## src/rtl/tolr_pkg.sv

```systemverilog
`timescale 1ns / 1ps
// ----------------------------------------------------------------------------
// tolr_pkg
// Shared types, constants and helpers for the third-order limited
// reconstruction block.
// ----------------------------------------------------------------------------
package tolr_pkg;

    localparam int WORD_W     = 32;
    localparam int WIDTH_W    = 31;
    localparam int SQ_W       = 62;
    localparam int SUM_W      = 48;
    localparam int LIM_W      = 40;
    localparam int DIV_W      = 40;
    localparam int BLEND_BITS = 16;
    localparam int CNT_W      = 4;
    localparam int EPS_SHIFT  = 12;

    // largest sum of squares whose scaled value still fits 64 bits
    localparam logic [63:0] S_LIMIT = 64'd184467440737095516;
    // 1e12 = 244140625 * 2^12
    localparam logic [27:0] EPS_ODD = 28'd244140625;

    localparam logic [CNT_W-1:0] BLEND_LAST = CNT_W'(BLEND_BITS - 1);
    localparam logic [CNT_W-1:0] DIV_LAST   = CNT_W'(DIV_W / 8 - 1);

    typedef struct packed {
        logic signed [WORD_W-1:0] sample_value;
        logic [WIDTH_W-1:0]       cell_width;
        logic                     row_start;
    } in_item_t;

    typedef struct packed {
        logic signed [WORD_W-1:0] right_face_value;
        logic signed [WORD_W-1:0] left_face_value;
        logic                     fallback_used;
        logic                     saturated;
    } out_item_t;

    typedef struct packed {
        logic signed [WORD_W-1:0] middle;
        logic signed [WORD_W-1:0] dp;
        logic signed [WORD_W-1:0] dm;
        logic [WIDTH_W-1:0]       dx;
        logic                     sat;
    } job_t;

    typedef struct packed {
        logic                    hit;
        logic signed [WORD_W-1:0] value;
    } clip_t;

    typedef struct packed {
        logic signed [LIM_W-1:0] q6;
        logic signed [LIM_W-1:0] psi6;
        logic                    neg;
        logic                    zero;
    } lim_t;

    typedef enum logic [1:0] {
        BAND_Q,
        BAND_PSI,
        BAND_BLEND
    } band_t;

    typedef enum logic [3:0] {
        ST_IDLE,
        ST_SQUARE,
        ST_SCALE,
        ST_BAND,
        ST_CLASS,
        ST_BLEND,
        ST_MIX,
        ST_L12,
        ST_DIV3,
        ST_FACE,
        ST_GUARD,
        ST_OUT
    } back_state_t;

    // saturate a wide signed value to the word range
    function automatic clip_t clip_word(input logic signed [SUM_W-1:0] x);
        clip_t r;
        r.hit = !((&x[SUM_W-1:WORD_W-1]) || !(|x[SUM_W-1:WORD_W-1]));
        if (r.hit) begin
            r.value = x[SUM_W-1] ? {1'b1, {(WORD_W-1){1'b0}}} : {1'b0, {(WORD_W-1){1'b1}}};
        end else begin
            r.value = x[WORD_W-1:0];
        end
        return r;
    endfunction

endpackage

```

## src/rtl/tolr_fifo.sv

```systemverilog
`timescale 1ns / 1ps
// ----------------------------------------------------------------------------
// tolr_fifo
// Two-entry queue of prepared cells between the window front and the
// limiter back end.
// ----------------------------------------------------------------------------
module tolr_fifo (
    input  logic            aclk,
    input  logic            aresetn,
    input  tolr_pkg::job_t  push_data,
    input  logic            push,
    output logic            full,
    output tolr_pkg::job_t  pop_data,
    output logic            pop_valid,
    input  logic            pop
);

    tolr_pkg::job_t slot_reg [2];
    logic           wr_ptr_reg;
    logic           rd_ptr_reg;
    logic [1:0]     count_reg;
    logic [1:0]     count_next;

    assign full      = (count_reg == 2'd2);
    assign pop_valid = (count_reg != 2'd0);
    assign pop_data  = slot_reg[rd_ptr_reg];

    always_comb begin
        count_next = count_reg;
        if (push && !pop) begin
            count_next = count_reg + 2'd1;
        end else if (pop && !push) begin
            count_next = count_reg - 2'd1;
        end
    end

    always_ff @(posedge aclk) begin
        if (!aresetn) begin
            wr_ptr_reg <= 1'b0;
            rd_ptr_reg <= 1'b0;
            count_reg  <= 2'd0;
        end else begin
            count_reg <= count_next;
            if (push) begin
                wr_ptr_reg <= !wr_ptr_reg;
            end
            if (pop) begin
                rd_ptr_reg <= !rd_ptr_reg;
            end
        end
    end

    always_ff @(posedge aclk) begin
        if (push) begin
            slot_reg[wr_ptr_reg] <= push_data;
        end
    end

endmodule

```

## config.mk

```make
export PLATFORM = sky130hd
export DESIGN_NAME = tolr_fifo
export DESIGN_NICKNAME = d
export VERILOG_FILES = /design/src/rtl/tolr_pkg.sv /design/src/rtl/tolr_fifo.sv
export SDC_FILE = /design/constraint.sdc
export NUM_CORES = 1
export LEC_CHECK = 0
export BUFFER_PORTS_ARGS = -buffer_cell sky130_fd_sc_hd__buf_2
export CORE_ASPECT_RATIO = 1.25
export CORE_UTILIZATION = 52
export CTS_CLUSTER_SIZE = 12
export DETAILED_ROUTE_END_ITERATION = 10
export PLACE_DENSITY = 0.77
export SETUP_SLACK_MARGIN = 0.3
export SYNTH_ARGS = -nofsm -noshare
export SYNTH_HDL_FRONTEND = slang
export SYNTH_SLANG_ARGS = --single-unit
export TNS_END_PERCENT = 5
```

## constraint.sdc

```tcl
create_clock -name aclk -period 10.5 [get_ports aclk]
set_input_delay 2.1 -clock aclk [delete_from_list [all_inputs] [get_ports aclk]]
set_output_delay 2.1 -clock aclk [all_outputs]
set_load 0.01 [all_outputs]
```

**Word level (Yosys, flattened, before mapping)**

Memory sizes are Yosys's and may differ from the RTL's. A register that Yosys moved wholly into a read port is not among the register bits.
Index checks and enable logic that the tools add are counted.

- Bits in writable memories: 256
- Word-level logic and storage cells: 21
- Output and inout bits: 130
- Input bits: 132
- Register bits after elaboration: 4
- Memories: 1

- Mux-type cells: 6
- Reductions and logical operators: 8
- $add $sub $neg: 2
- Equality and inequality tests: 1

Memories:

| memory | words | bits a word | read ports | clocked after Yosys merged registers in | write ports | RTL line | RTL |
|---|---|---|---|---|---|---|---|
| slot_reg | 2 | 128 | 1 | 1 | 1 | tolr_fifo.sv:18 | `tolr_pkg::job_t slot_reg [2];` |

Operators by type and width:

| cell | number |
|---|---|
| 1-bit logical NOT | 4 |
| 1-bit two-way mux | 4 |
| 2-bit two-way mux | 2 |
| 2-bit nonzero test | 2 |
| 2-bit by 1-bit adder with 2-bit output, second input constant | 1 |
| 2-bit == test, second input constant | 1 |
| 1-bit logical AND | 2 |
| 2-bit by 1-bit subtractor with 2-bit output, second input constant | 1 |

**Longest topological paths before layout**

- Word-level depth: 4
- Mapped depth: 5
- Mapped depth without buffers: 5

**Least setup slack after synthesis**

No wires, ideal clock.

- Kind: input to register
- From: input port push
- To: memory slot_reg[0][0] (netlist bit), enable pin
- Path slack: 2189 ps
- Data required time: 9868 ps
- Cell stages on the path: 1
- Arrival: 7679 ps
- Library setup time: 632 ps
- Buffers on the path: 0
- Cell sequence: nor2b_1

- Cells in the longest elaborated chain, start to end: 2

RTL lines:

| what | RTL line | RTL |
|---|---|---|
| start: declaration | tolr_fifo.sv:11 | `input logic push,` |
| 1-bit two-way mux | tolr_fifo.sv:54 | `if (push) begin` |
| 1-bit two-way mux (not written as such) | tolr_fifo.sv:55 | `slot_reg[wr_ptr_reg] <= push_data;` |
| end: declaration | tolr_fifo.sv:18 |  |

No other way between the ends.

==> flow_summary.yaml <==
status:
  outcome: "finished clean"
logic_synthesis:
  synth_common_cells: "edfxtp_1, mux2_2, buf_6"
  ys_seq_area_frac: 0.8191
  synth_edf_count: 256
  async_flop_share: 0
  ys_types: 16
  synth_area_mm2: 0.009508
  yosys_register_bits: 261
  yosysMostFrequentCell: "edfxtp_1"
  synth_top_area_frac: 0.8085
  synthesis.nets: 553
  synthCells: 420
  yosys_warnings: 0
  synth_area_leaders: "edfxtp_1, mux2_2, buf_6"
  ys.flop_type: "edfxtp_1"
  yosys.area.top_type: "edfxtp_1"
  syn_avg_cell_area_um2: 22.64
clock_tree:
  cts.path.max_buffers: 3
  cts_root_buf: "clkbuf_16"
  clock_sinks: 261
  cts_tree: "yes"
  cts_resized: 0
  h-tree-depth: 1
  clk_latency_ps: 510
  post-cts-setup-buffer-count: 0
  holdBufCountCts: 0
  numCtsBuffers: 26
  clk_pin_slew_ps: 60
critical_path:
  worstPathMaxFanout: 72
  crit_type: "flip-flop to output pin"
  setup.worst_path.start_class: "flip-flop"
  crit_slowest_cell: "buf_4"
  crit_path_max_incr_delay_ps: 850
  cp-end-kind: "output pin"
  cp_cell_sequence: "buf_4 -> mux2_2 -> buf_2"
  arrival_ps: 2840
  regToRegStartpoint: "wr_ptr_reg$_SDFFE_PN0P_"
  crit_required_ps: 8400
sta:
  period_minus_slack_ps: 4945
  clock_skew_ps: 11.27
  worst_pin_slew_ps: 963.4
  setup_viol: 0
  rsz0062_at_grt: "no"
  setup_slack_ps: 5555
  fin_tns_setup_ps: 0
  drv_slew: 0
  relSlewSlack: 0.3577
  final-hold-violation-count: 0
  post-route-period-util: 0.4709
  fmax_mhz: 202.2
global_routing:
  use_met3: 0.06567
  grt_use_total: 0.1857
  grt_use_met1: 0.1944
  grtUsageMet2: 0.3384
  grt_pass1_wl_um: 26480
  grt_pass1_vias: 5282
  antenna_found_initial: 1
  gr-total-overflow: 0
  grt_max_degree: 73
  busiest_layer: "met2"
pwr:
  vdd_ir_drop_max_v: 0.0002048
  power.leakage_nw: 4.415
  p_per_area_mw_per_mm2: 194.7
placed_design:
  preCtsSetupSlack_ps: 5709
  gp_congestion: 0.7541
  dp_hpwl_um: 11610
  portBuffers: 261
  placed_cells: 895
route:
  drc: 0
  postRouteWirelength_um: 17520
  postRouteAntennaNets: 0
  drt_iter0_markers: 205
  viasPerCell: 5.157
  drt_first_pass_iters: 4
  avgRoutedWirePerCell_um: 18.70
  num_vias: 4832
floorplan:
  fp.dieW_um: 122.9
  start_util: 0.5371
  fp.dieH_um: 153.2
  die_area_mm2: 0.01883
  core_mm2: 0.01770
  rows: 54
  io_pins: 262
finish:
  area_growth_pct: 23.67
  finalNonFillerCells: 937
  nets: 832
  fillCellCount: 1226
  largest_reg_flops: 256
  drive_gt1_frac: 0.6025
  post-route-util: 0.6643
hold_path:
  min_from: "count_reg[1]$_SDFFE_PN0P_"
  min_path_type: "flip-flop to flip-flop"
flow_run:
  drv_cap: 0
==> per-stage QoR <==
step | power [mW] | hold slack [ps] | area, µm²
after floorplan | 1.382 | 461.2 | 9508
after CTS | 2.315 | 510.1 | 11760
after global placement | 1.460 | 484.2 | 10980
after global routing | 2.369 | 547.7 | 11760
after detailed placement | 1.471 | 501.0 | 10980
final | 2.289 | 505.3 | 11760
==> worst max-delay path: cells and delay by family (launching register included) <==
| family | cells | cell delay, ps |
|---|---|---|
| buf+inv | 2 | 990 |
| flops | 1 | 840 |
| mux | 1 | 430 |
==> report_power, final <==
| part | internal [mW] | switching [mW] | leakage (nW) |
|---|---|---|---|
| Combinational | 0.107 | 0.113 | 1.59 |
| Sequential | 1.21 | 0.0205 | 2.44 |
| Clock | 0.504 | 0.339 | 0.377 |
==> layout make-up <==
cell class | count | area (µm²) | share of cell area
Timing Repair Buffer | 265 | 1336 | 0.1136
Clock inverter | 3 | 38.79 | 0.003299
Inverter | 1 | 3.754 | 0.0003192
Antenna cell | 1 | 2.502 | 0.0002128
Clock buffer | 38 | 737.0 | 0.06267
Tap cell | 224 | 280.3 | 0.02383
Multi-Input combinational cell | 144 | 1569 | 0.1334
Sequential cell | 261 | 7791 | 0.6626
==> final timing paths <==
kind / cells after the start / to / slack, ps
setup reg to reg: 3 / slot_reg[0][69]$_DFFE_PP_ / 7680
hold / removal: 2 / count_reg[1]$_SDFFE_PN0P_ / 510
hold reg to reg: 2 / count_reg[1]$_SDFFE_PN0P_ / 510
setup / recovery: 3 / pop_data[54] / 5560
==> layout by cell type (no fill, tap or decap), drive strengths merged <==
cell type / instances
and2b: 1
diode: 1
xor2: 2
bufinv: 1
o21a: 1
or3: 1
ha: 1
mux2: 128
edfxtp: 256
clkinv: 2
and2: 4
clkbuf: 38
xnor2: 1
a21boi: 1
o21ai: 1
dfxtp: 5
buf: 265
nor2b: 2
or2: 1
inv: 1
==> per-layer routing <==
layer / part of all wire / vias up
met3: 0.095 / 32
met5: 0 / -
met1: 0.35 / 2379
met4: 0.024 / 0
li1: - / 2224
met2: 0.53 / 197
==> cell families (layout without fill, tap and decap cells) <==
group	Yosys count	in the layout	share of synthesized area
AOI/OAI and AO/OA	3	3	0.002106
xor gates and xnor gates	3	3	0.002764
adders and majority gates	1	1	0.001316
buffers and inverters	15	307	0.01698
DFF	261	261	0.8191
muxes	128	128	0.1516
other	0	1	0
and+or+nand+nor	9	9	0.006185
Power figures use the tool's default switching activity.
