### src/rtl/tolr_pkg.sv
`timescale 1ns / 1ps
// ----------------------------------------------------------------------------
// tolr_pkg
// Shared types, constants and helpers for the third-order limited
// reconstruction block.
// ----------------------------------------------------------------------------
package tolr_pkg;

    localparam int WORD_W     = 32;
    localparam int WIDTH_W    = 31;
    localparam int SQ_W       = 62;
    localparam int SUM_W      = 48;
    localparam int LIM_W      = 40;
    localparam int DIV_W      = 40;
    localparam int BLEND_BITS = 16;
    localparam int CNT_W      = 4;
    localparam int EPS_SHIFT  = 12;

    // largest sum of squares whose scaled value still fits 64 bits
    localparam logic [63:0] S_LIMIT = 64'd184467440737095516;
    // 1e12 = 244140625 * 2^12
    localparam logic [27:0] EPS_ODD = 28'd244140625;

    localparam logic [CNT_W-1:0] BLEND_LAST = CNT_W'(BLEND_BITS - 1);
    localparam logic [CNT_W-1:0] DIV_LAST   = CNT_W'(DIV_W / 8 - 1);

    typedef struct packed {
        logic signed [WORD_W-1:0] sample_value;
        logic [WIDTH_W-1:0]       cell_width;
        logic                     row_start;
    } in_item_t;

    typedef struct packed {
        logic signed [WORD_W-1:0] right_face_value;
        logic signed [WORD_W-1:0] left_face_value;
        logic                     fallback_used;
        logic                     saturated;
    } out_item_t;

    typedef struct packed {
        logic signed [WORD_W-1:0] middle;
        logic signed [WORD_W-1:0] dp;
        logic signed [WORD_W-1:0] dm;
        logic [WIDTH_W-1:0]       dx;
        logic                     sat;
    } job_t;

    typedef struct packed {
        logic                    hit;
        logic signed [WORD_W-1:0] value;
    } clip_t;

    typedef struct packed {
        logic signed [LIM_W-1:0] q6;
        logic signed [LIM_W-1:0] psi6;
        logic                    neg;
        logic                    zero;
    } lim_t;

    typedef enum logic [1:0] {
        BAND_Q,
        BAND_PSI,
        BAND_BLEND
    } band_t;

    typedef enum logic [3:0] {
        ST_IDLE,
        ST_SQUARE,
        ST_SCALE,
        ST_BAND,
        ST_CLASS,
        ST_BLEND,
        ST_MIX,
        ST_L12,
        ST_DIV3,
        ST_FACE,
        ST_GUARD,
        ST_OUT
    } back_state_t;

    // saturate a wide signed value to the word range
    function automatic clip_t clip_word(input logic signed [SUM_W-1:0] x);
        clip_t r;
        r.hit = !((&x[SUM_W-1:WORD_W-1]) || !(|x[SUM_W-1:WORD_W-1]));
        if (r.hit) begin
            r.value = x[SUM_W-1] ? {1'b1, {(WORD_W-1){1'b0}}} : {1'b0, {(WORD_W-1){1'b1}}};
        end else begin
            r.value = x[WORD_W-1:0];
        end
        return r;
    endfunction

endpackage

### src/rtl/tolr_front.sv
`timescale 1ns / 1ps
// ----------------------------------------------------------------------------
// tolr_front
// Three-sample window: takes items, forms both clipped differences of the
// middle cell and hands a job to the queue once the window is full.
// ----------------------------------------------------------------------------
module tolr_front (
    input  logic               aclk,
    input  logic               aresetn,
    input  logic               s_valid,
    output logic               s_ready,
    input  tolr_pkg::in_item_t s_data,
    output tolr_pkg::job_t     job_data,
    output logic               job_push,
    input  logic               job_full
);

    logic [1:0]                         fill_reg;
    logic [1:0]                         fill_eff;
    logic signed [tolr_pkg::WORD_W-1:0] older_reg;
    logic signed [tolr_pkg::WORD_W-1:0] middle_reg;
    logic [tolr_pkg::WIDTH_W-1:0]       width_reg;
    logic                               accept;
    tolr_pkg::clip_t                    dp;
    tolr_pkg::clip_t                    dm;

    assign s_ready  = !job_full;
    assign accept   = s_valid && !job_full;
    assign fill_eff = s_data.row_start ? 2'd0 : fill_reg;
    assign job_push = accept && (fill_eff == 2'd2);

    assign dp = tolr_pkg::clip_word(tolr_pkg::SUM_W'(s_data.sample_value)
                                    - tolr_pkg::SUM_W'(middle_reg));
    assign dm = tolr_pkg::clip_word(tolr_pkg::SUM_W'(middle_reg)
                                    - tolr_pkg::SUM_W'(older_reg));

    always_comb begin
        job_data.middle = middle_reg;
        job_data.dp     = dp.value;
        job_data.dm     = dm.value;
        job_data.dx     = width_reg;
        job_data.sat    = dp.hit || dm.hit;
    end

    always_ff @(posedge aclk) begin
        if (!aresetn) begin
            fill_reg <= 2'd0;
        end else if (accept) begin
            fill_reg <= (fill_eff == 2'd2) ? 2'd2 : fill_eff + 2'd1;
        end
    end

    always_ff @(posedge aclk) begin
        if (accept) begin
            older_reg  <= middle_reg;
            middle_reg <= s_data.sample_value;
            width_reg  <= s_data.cell_width;
        end
    end

endmodule

### config.mk
export PLATFORM = sky130hd
export DESIGN_NAME = tolr_front
export DESIGN_NICKNAME = d
export VERILOG_FILES = /design/src/rtl/tolr_pkg.sv /design/src/rtl/tolr_front.sv
export SDC_FILE = /design/constraint.sdc
export NUM_CORES = 1
export LEC_CHECK = 0
export BUFFER_PORTS_ARGS = -buffer_cell sky130_fd_sc_hd__clkbuf_2
export CAP_MARGIN = 30
export CORE_ASPECT_RATIO = 1.1
export CORE_MARGIN = 10
export CORE_UTILIZATION = 45
export DETAILED_ROUTE_END_ITERATION = 8
export PLACE_DENSITY = 0.75
export SLEW_MARGIN = 40
export SYNTH_ARGS = -nofsm -noshare
export SYNTH_HDL_FRONTEND = slang
export SYNTH_SLANG_ARGS = --single-unit
### constraint.sdc
create_clock -name aclk -period 8.5 [get_ports aclk]
set_input_delay 0.425 -clock aclk [delete_from_list [all_inputs] [get_ports aclk]]
set_output_delay 0.425 -clock aclk [all_outputs]
set_load 0.05 [all_outputs]
# After elaboration in Yosys (flattened, before gate mapping)
# Cells that the tools add are included.
word_totals:
  wordCells: 28
  regBits: 97
op_classes:
  eq_ne: 1
  n_mux: 6
  reduce_logical: 14
  n_addsub: 3
op_table:
  columns: ["operator", "count"]
  rows:
  - ["32-bit 2-to-1 mux", 4]
  - ["32-bit by 32-bit subtractor with 33-bit output", 2]
  - ["17-bit AND reduction", 2]
  - ["17-bit OR reduction", 2]
  - ["1-bit zero test", 5]
  - ["2-bit 2-to-1 mux", 2]
  - ["1-bit logical OR", 3]
  - ["2-bit by 1-bit adder with 2-bit output (second input constant)", 1]
  - ["2-bit equality test (second input constant)", 1]
  - ["1-bit logical AND", 2]

# Logic depth before layout (Yosys ltp)
depth:
  depth_word: 6
  depth_mapped: 14
  depth_no_buf: 12

# Worst setup path before layout
# Ideal clock, no wire load.
synth_path:
  kind: "input -> output"
  from: "input job_full"
  to: "output job_push"
  arrival_ps: 5603
  n_path_buf: 0
  slack_ps: 2472
  path_stages: 2
  cell_sequence: "nor2b_1 and2_1"
synth_between:
  elab_chain_cells: 3
synth_lines:
  columns: ["item", "line_no", "source"]
  rows:
  - ["start, declared", "tolr_front.sv:15", "input logic job_full"]
  - ["1-bit zero test", "tolr_front.sv:28", "assign accept = s_valid && !job_full;"]
  - ["1-bit logical AND", "tolr_front.sv:28", null]
  - ["1-bit logical AND", "tolr_front.sv:30", "assign job_push = accept && (fill_eff == 2'd2);"]
  - ["end, declared", "tolr_front.sv:14", "output logic job_push,"]
# Every way passes these cells.

==> reports/qor.yml <==
synth:
  synth_adder_area_share: 0.128
  synth_compound_area_frac: 0.225
  synth_enable_flop_cells: 95
  syn_area_mm2: 0.00710
  synth_warnings: 0
  synth_cell_types: 73
  muxShareOfSynthArea: 0.00599
  postSynthAreaPerCell_um2: 9.77
  synth_top_family_by_area: "compound AO/OA/AOI/OAI gates"
  postSynthCellCount: 727
  ys.flop_type: "edfxtp_1"
  synthSimpleGateAreaFrac: 0.103
  synth_xor_area_frac: 0.0689
  synthArstFlopShare: 0
  synth_fp_nets: 863
  seq_area_frac_synth: 0.407
  ys_ff_latch: 97
power_and_ir_drop:
  irDropWorstVdd_uv: 143
  internal-power_mw: 1.08
  combPwrFrac: 0.477
  clockPowerShare: 0.234
  switching_power_uw: 909
  power.density_mw_per_mm2: 232
  swShare: 0.457
  seq_power_share: 0.288
  p_leak_nw: 3.97
sta:
  tns_ns: 0
  rsz0062_at_grt: "no"
  slew_violations: 0
  hold_viol_final: 0
  max_slew_margin: 0.480
  worst_pin_slew_ns: 0.780
  fmax_mhz: 210
  final.min_clock_period_ns: 4.77
  setup_slack_ns: 3.73
  fin_crit_sh: 0.561
  finalSetupViolations: 0
  finalClockSkew_ns: 0.00507
min_path:
  hold_class: "in -> reg"
  worstHoldEndpoint: "width_reg[14]"
  min_from: "s_data[15]"
  whs_path_depth: 1
final_layout:
  multi_input_area_mm2: 0.00378
  area_growth_pct: 20.9
  final_nets: 1050
  num-fill-cells: 1449
  ff_latch_area_mm2: 0.00289
  drive_gt1_frac: 0.257
cts:
  cts_resized: 0
  cts_hold_buf: 0
  post_cts_buffers: 0
  clk_pin_slew_ns: 0.07
  cts_buffer_depth: 2
  htreeDepth: 3
  numCtsBuffers: 9
  cts_tree: "yes"
  clk_latency_ns: 0.34
  cts_root_buf: "clkbuf_16"
  clkSinkCount: 97
placement:
  hpwl_um: 16000
  port_buffers: 197
  gp_congestion: 0.936
  place_ws_ns: 4.14
floorplanning:
  die-area_mm2: 0.0212
  fp-row-count: 48
  core_region_area_mm2: 0.0156
  start_util: 0.455
  die_height_um: 152
  die_w_um: 140
  ios: 198
setup_path:
  worstPathCellList: "inv_1 -> ha_1 -> a211oi_1 -> o211ai_1 -> o21ai_1 -> a31oi_2 -> a221oi_2 -> o31ai_4 -> xor2_1 -> nand2_2 -> o21ai_0 -> clkbuf_2"
  required_ns: 8.08
  critPathSlowestCell: "a221oi_2"
  startpoint_type: "flop"
  end_kind: "primary output"
  arrival_ns: 4.34
  startpoint: "middle_reg[4]"
  r2r_cells: 4
  rrSetupSlack_ns: 7.48
  crit_type: "reg -> out"
  max_stage_delay_ns: 0.48
  regToRegStartpoint: "fill_reg[0]"
  r2r-end: "fill_reg[1]"
  worst-path-max-fanout: 29
routing:
  firstDrtPassIters: 5
  wl_met1_um: 8540
  top_layer: "met4"
  finalWirelength_um: 19600
  dr_wl_met2_um: 9630
  ant_nets: 0
  wire_per_inst_um: 17.5
  route.met3.wl_um: 1110
  viasPerCell: 5.31
  via_count: 5955
  drtIter0Drc: 336
  drc: 0
grt:
  grt.total_usage: 0.177
  antenna_found_initial: 1
  grt_start_max_net_pins: 51
  grt_pass1_wl_um: 30800
  grt_pass1_vias: 5925
  grt_overflow: 0
job:
  drv_cap: 0
run_status:
  outcome: "finished clean"
-- power by group through the flow --
stage          clock network (mW)  logic, mW  registers [mW]
6_report                    0.466      0.950           0.574
5_1_grt                     0.496       1.01           0.578
4_1_cts                     0.476      0.953           0.575
3_5_place_dp                    0      0.950           0.585
3_3_place_gp                    0      0.945           0.583
2_1_floorplan                   0      0.670           0.653
-- through the flow --
| stage | util | hold slack [ns] | area (um2) | power (mW) | std cells |
|---|---|---|---|---|---|
| floorplan | - | 0.484 | 7100 | 1.32 | 727 |
| finish | 0.550 | 0.255 | 8590 | 1.99 | 1121 |
| global placement | 0.527 | 0.484 | 8230 | 1.53 | 1103 |
| global route | 0.550 | 0.242 | 8590 | 2.09 | 1120 |
| detailed placement | 0.527 | 0.513 | 8240 | 1.53 | 1103 |
| CTS | 0.549 | 0.244 | 8580 | 2.00 | 1119 |
-- routing by layer --
layer,vias to the layer above,track usage
met5,-,0
met2,169,0.308
li1,3028,-
met3,24,0.0421
met1,2734,0.214
met4,0,0.0532
-- cell usage in the layout, fill, tap and decap left out, types with 9 or more instances in the layout --
cell type and instances:
xnor2_1 27, nand3_1 17, xor2_1 27, a21o_1 28
ha_1 66, and3_1 9, o21ai_0 71, nor2b_1 12
edfxtp_1 95, clkbuf_2 197, o21a_1 9, a21oi_1 71
nand2_1 36, clkbuf_16 9, nor2_1 26, inv_1 84
nand2b_1 11
-- cells by family after synthesis --
group / Yosys count
XOR/XNOR: 55
AND/OR/NAND/NOR: 145
multiplexers: 3
flip-flops: 97
buffers and inverters: 107
AO/OA/AOI/OAI: 248
adder cells (fa/ha/maj): 72
-- worst max path at each step --
stage	to	cells past startpoint	slack, ns
2_1_floorplan	job_push	2	2.47
3_3_place_gp	job_data[89]	12	4.11
3_5_place_dp	job_data[89]	12	4.14
4_1_cts	job_data[89]	12	3.81
5_1_grt	job_data[85]	12	3.54
6_report	job_data[91]	12	3.73
-- synth_stat cells, drive strengths merged, types with 13 or more instances --
| cell | count | area (um2) |
|---|---|---|
| xor2 | 27 | 236 |
| clkbuf | 13 | 50.0 |
| nand3 | 17 | 85.1 |
| xnor2 | 28 | 253 |
| ha | 66 | 826 |
| edfxtp | 95 | 2850 |
| nor2 | 28 | 110 |
| inv | 84 | 315 |
| o21ai | 78 | 405 |
| nor2b | 13 | 81.3 |
| a21oi | 72 | 364 |
| nand2 | 38 | 145 |
| a21o | 28 | 210 |
-- worst max-delay path: cells and delay by family (launching register included) --
family / cells / cell delay (ns)
xor+xnor: 1 / 0.44
simple gates: 1 / 0.45
buf+inv: 2 / 0.41
compound gates: 7 / 1.91
flops: 1 / 0.43
fa+ha+maj: 1 / 0.36
-- cell type report --
class,count,share of cell area
clock buffer,10,0.0267
clock inverter,6,0.0134
antenna,2,0.000583
inverter,84,0.0367
timing repair buffer,199,0.117
tap,200,0.0291
multi-input combinational,523,0.440
sequential,97,0.337
(Power assumes the default switching activity.)
